[config.mk]
export PLATFORM = sky130hd
export DESIGN_NAME = t2b_queue
export DESIGN_NICKNAME = d
export VERILOG_FILES = /design/src/sv/t2b_pkg.sv /design/src/sv/t2b_queue.sv
export SDC_FILE = /design/constraint.sdc
export NUM_CORES = 1
export LEC_CHECK = 0
export ABC_AREA = 0
export BUFFER_PORTS_ARGS = -buffer_cell sky130_fd_sc_hd__buf_2
export CORE_ASPECT_RATIO = 0.5
export CORE_MARGIN = 5
export CORE_UTILIZATION = 50
export CTS_BUF_LIST = sky130_fd_sc_hd__clkbuf_4 sky130_fd_sc_hd__clkbuf_8
export DETAILED_ROUTE_END_ITERATION = 16
export GPL_TIMING_DRIVEN = 0
export PLACE_DENSITY_LB_ADDON = 0.2
export SLEW_MARGIN = 20
export SYNTH_ARGS = -nofsm -noshare
export SYNTH_HDL_FRONTEND = slang
export SYNTH_SLANG_ARGS = --single-unit
export TNS_END_PERCENT = 10
[constraint.sdc]
create_clock -name aclk -period 20.4 [get_ports aclk]
set_input_delay 2.04 -clock aclk [delete_from_list [all_inputs] [get_ports aclk]]
set_output_delay 2.04 -clock aclk [all_outputs]
set_load 0.02 [all_outputs]
[src/sv/t2b_pkg.sv]
// Shared types and constants for the text to binary64 converter.
// Used by the parser front end, the record queue and the conversion back end.
`default_nettype none

package t2b_pkg;

    localparam int MANT_W = 96;
    localparam int END_W  = 17;

    // Number kinds reported with each result.
    localparam logic [2:0] KIND_NONE = 3'd0;
    localparam logic [2:0] KIND_DEC  = 3'd1;
    localparam logic [2:0] KIND_HEX  = 3'd2;
    localparam logic [2:0] KIND_INF  = 3'd3;
    localparam logic [2:0] KIND_NAN  = 3'd4;

    // Rounding mode codes.
    localparam logic [2:0] RM_NEAR_EVEN = 3'd0;
    localparam logic [2:0] RM_ZERO      = 3'd1;
    localparam logic [2:0] RM_DOWN      = 3'd2;
    localparam logic [2:0] RM_UP        = 3'd3;
    localparam logic [2:0] RM_NEAR_AWAY = 3'd4;

    // One parsed number, handed from the parser to the converter.
    typedef struct packed {
        logic                neg;
        logic [2:0]          kind;
        logic [MANT_W-1:0]   mant;
        logic signed [17:0]  impl_exp;
        logic [13:0]         expl_exp;
        logic                exp_neg;
        logic                sticky;
        logic [END_W-1:0]    end_off;
    } num_rec_t;

    // Undefined mode codes behave as nearest even.
    function automatic logic [2:0] eff_mode(input logic [2:0] mode);
        eff_mode = (mode > RM_NEAR_AWAY) ? RM_NEAR_EVEN : mode;
    endfunction

endpackage

`default_nettype wire

[src/sv/t2b_queue.sv]
// Two-entry queue of parsed number records between parser and converter.
// Depends on t2b_pkg for the record type.
`default_nettype none

module t2b_queue (
    input  wire logic              aclk,
    input  wire logic              aresetn,
    input  wire logic              push,
    input  wire t2b_pkg::num_rec_t push_data,
    output logic                   full,
    input  wire logic              pop,
    output t2b_pkg::num_rec_t      head,
    output logic                   not_empty
);

    t2b_pkg::num_rec_t mem_reg [2];
    logic       wr_ptr_reg, wr_ptr_next;
    logic       rd_ptr_reg, rd_ptr_next;
    logic [1:0] count_reg, count_next;
    logic       do_push, do_pop;

    assign full      = (count_reg == 2'd2);
    assign not_empty = (count_reg != 2'd0);
    assign do_push   = push && !full;
    assign do_pop    = pop && not_empty;
    assign head      = mem_reg[rd_ptr_reg];

    // Pointer and fill count update.
    always_comb begin
        wr_ptr_next = do_push ? !wr_ptr_reg : wr_ptr_reg;
        rd_ptr_next = do_pop ? !rd_ptr_reg : rd_ptr_reg;
        count_next  = count_reg + 2'(do_push) - 2'(do_pop);
    end

    always_ff @(posedge aclk) begin
        if (!aresetn) begin
            wr_ptr_reg <= 1'b0;
            rd_ptr_reg <= 1'b0;
            count_reg  <= 2'd0;
        end else begin
            wr_ptr_reg <= wr_ptr_next;
            rd_ptr_reg <= rd_ptr_next;
            count_reg  <= count_next;
        end
    end

    // Storage is payload only.
    always_ff @(posedge aclk) begin
        if (do_push) begin
            mem_reg[wr_ptr_reg] <= push_data;
        end
    end

endmodule

`default_nettype wire

==> impl_metrics.py <==
metrics = {
    "status": {
        "status": "finished clean",
    },
    "clock_network": {
        "hold_buffers": 0,
        "cts_buffers": 43,
        "cts_buffer_depth": 3,
        "cts_max_level": 2,
        "post-cts-setup-buffers": 0,
        "clk_pin_slew_worst_paths_ns": 0.06,
        "clock-sinks": 307,
        "clk-insertion-delay-late_ns": 0.53,
        "post_cts_resized": 0,
        "cts_tree": "yes",
        "clockRootBuffer": "clkbuf_8",
    },
    "drt": {
        "routed_wirelength_um": 22800,
        "first_pass_iters": 4,
        "num_vias": 5782,
        "drt_iter0_drc": 239,
        "vias_per_cell": 4.83,
        "drc": 0,
        "antenna_left": 0,
        "wire_per_inst_um": 19.0,
    },
    "setup_path": {
        "worstPathArrival_ns": 1.87,
        "cpLargestDelayFamily": "buffers and inverters",
        "cp-start-kind": "flip-flop",
        "critical_path.cell_chain": "buf_6 > buf_6 > buf_6 > mux2_4 > buf_2",
        "timing.critical_path.slowest_cell_delay_ns": 0.32,
        "cp.required_ns": 18.36,
        "slowest_stage": "dfxtp_1",
        "crit_buf_inv": 4,
        "cp_max_fo": 10,
        "path_common_cell": "buf_6",
        "crit_type": "reg2out",
        "end_kind": "output pin",
    },
    "flow_run": {
        "maxCapViolations": 0,
    },
    "cells_and_area": {
        "n_fill_cell": 1688,
        "layout_common_cells": "buf_2 (313), edfxtp_1 (302), mux2_4 (90)",
        "drive_gt1_frac": 0.626,
        "final_nets": 1014,
        "final_common_cell": "buf_2",
        "largest_reg_flops": 302,
        "syn_to_final_growth_pct": 26.0,
    },
    "floorplan": {
        "ioPinCount": 308,
        "fp.dieH_um": 117,
        "fp.dieArea_mm2": 0.0263,
        "placeableCoreArea_mm2": 0.0227,
        "num_rows": 39,
        "initial_core_util": 0.506,
        "die_w_um": 224,
    },
    "synth": {
        "synth-seq-cells": 307,
        "ys_seq_area_frac": 0.798,
        "syn_area_mm2": 0.0115,
        "synthesis.area_per_instance_um2": 23.2,
        "synth_cells": 496,
        "yosysWarningCount": 0,
        "syn_nets": 653,
        "yosysUniqueCellTypes": 18,
    },
    "grt": {
        "gr-usage-all-layers": 0.166,
        "grt_pass1_vias": 6173,
        "grt_first_pass_wirelength_um": 33400,
        "grt_overflow": 0,
        "grt_max_degree": 52,
        "antenna_found_initial": 1,
    },
    "pwr": {
        "peakVddDrop_v": 0.0000860,
        "p_leak_uw": 0.00566,
        "p_per_area_mw_per_mm2": 125,
        "power_uw": 1810,
    },
    "timing": {
        "clock.fmax_ghz": 0.256,
        "period_share": 0.192,
        "fin_tns_setup_ns": 0,
        "drv_slew": 0,
        "finalHoldViolations": 0,
        "fin_crit_ns": 3.91,
        "setup_viol": 0,
        "worst_pin_slew_ns": 0.692,
        "rsz0062_at_grt": "false",
        "hold_slack_ns": 0.520,
        "slew_headroom": 0.538,
        "fin_skew_ns": 0.0137,
    },
    "place": {
        "portBuffers": 307,
        "gp_congestion": 0.708,
        "dp.final_hpwl_um": 15900,
    },
    "worst_hold_path": {
        "min_path_type": "reg2reg",
    },
}
per-layer routing:
metal,global-route usage,part of all wire
met1,0.190,0.37
met2,0.307,0.54
met3,0.0496,0.060
met4,0.0519,0.021
met5,0,0
where the power goes:
part	total, uW	leakage, uW	internal, uW	switching, uW
registers	810	0.00286	791	19.0
logic	538	0.00235	236	302
clock network	462	0.000441	249	213
worst register-to-register path, stage by stage, from the launching register on:
cell and delay [ns]:
dfxtp_1 0.36, nand2b_1 0.17, and3_4 0.27, buf_16 0.28
buf_16 0.30, buf_16 0.31
final cells by class:
type | count | area [um^2] | share of cell area
inverters | 3 | 11.3 | 0.000778
repair buffers | 316 | 1750 | 0.121
clock buffers | 64 | 756 | 0.0522
well taps | 307 | 384 | 0.0265
diodes | 2 | 5.00 | 0.000346
multi-input cells | 169 | 2170 | 0.150
clock inverters | 11 | 73.8 | 0.00510
plain buffers | 17 | 154 | 0.0106
flip-flops and latches | 307 | 9170 | 0.633
path summary, 6_finish.rpt:
path | start | to | slack (ns) | depth (start not counted)
max reg2reg | count_reg[0] | mem_reg[1][111] | 18.32 | 5
max | flip-flop | head[145] | 16.49 | 5
min reg2reg | rd_ptr_reg | rd_ptr_reg | 0.52 | 2
min | rd_ptr_reg | rd_ptr_reg | 0.52 | 2
stage by stage:
step	instances	util	instance area [um^2]	setup slack (ns)
after floorplan	496	-	11500	11.33
after global placement	1110	0.590	13400	7.64
after detailed placement	1119	0.600	13600	16.72
after CTS	1194	0.637	14500	16.40
after global routing	1195	0.637	14500	16.34
final	1196	0.637	14500	16.49
logic make-up (layout without fill, tap and decap cells):
group	Yosys count	in the layout	synth area share
buffers and inverters	20	411	0.0144
and+or+nand+nor	11	11	0.00468
muxes	152	152	0.178
xor gates and xnor gates	3	3	0.00229
DFF	307	307	0.798
other	0	2	0
adders and majority gates	2	2	0.00218
AOI/OAI and AO/OA	1	1	0.000653
synth_stat cells:
| master | instances | share of area |
|---|---|---|
| edfxtp_1 | 302 | 0.79 |
| mux2_4 | 90 | 0.12 |
| mux2_2 | 61 | 0.060 |
| buf_6 | 11 | 0.011 |
| buf_2 | 6 | 0.0026 |
| dfxtp_1 | 5 | 0.0087 |
| nor2_1 | 4 | 0.0013 |
| inv_1 | 3 | 0.00098 |
| ha_1 | 2 | 0.0022 |
| nand2_1 | 2 | 0.00065 |
| nand2b_1 | 2 | 0.0011 |
| xnor2_1 | 2 | 0.0015 |
| and2_1 | 1 | 0.00054 |
| and3_1 | 1 | 0.00054 |
| mux2i_1 | 1 | 0.00087 |
| o21a_1 | 1 | 0.00065 |
| or2_2 | 1 | 0.00054 |
| xor2_1 | 1 | 0.00076 |
Power figures use the tool's default switching activity.
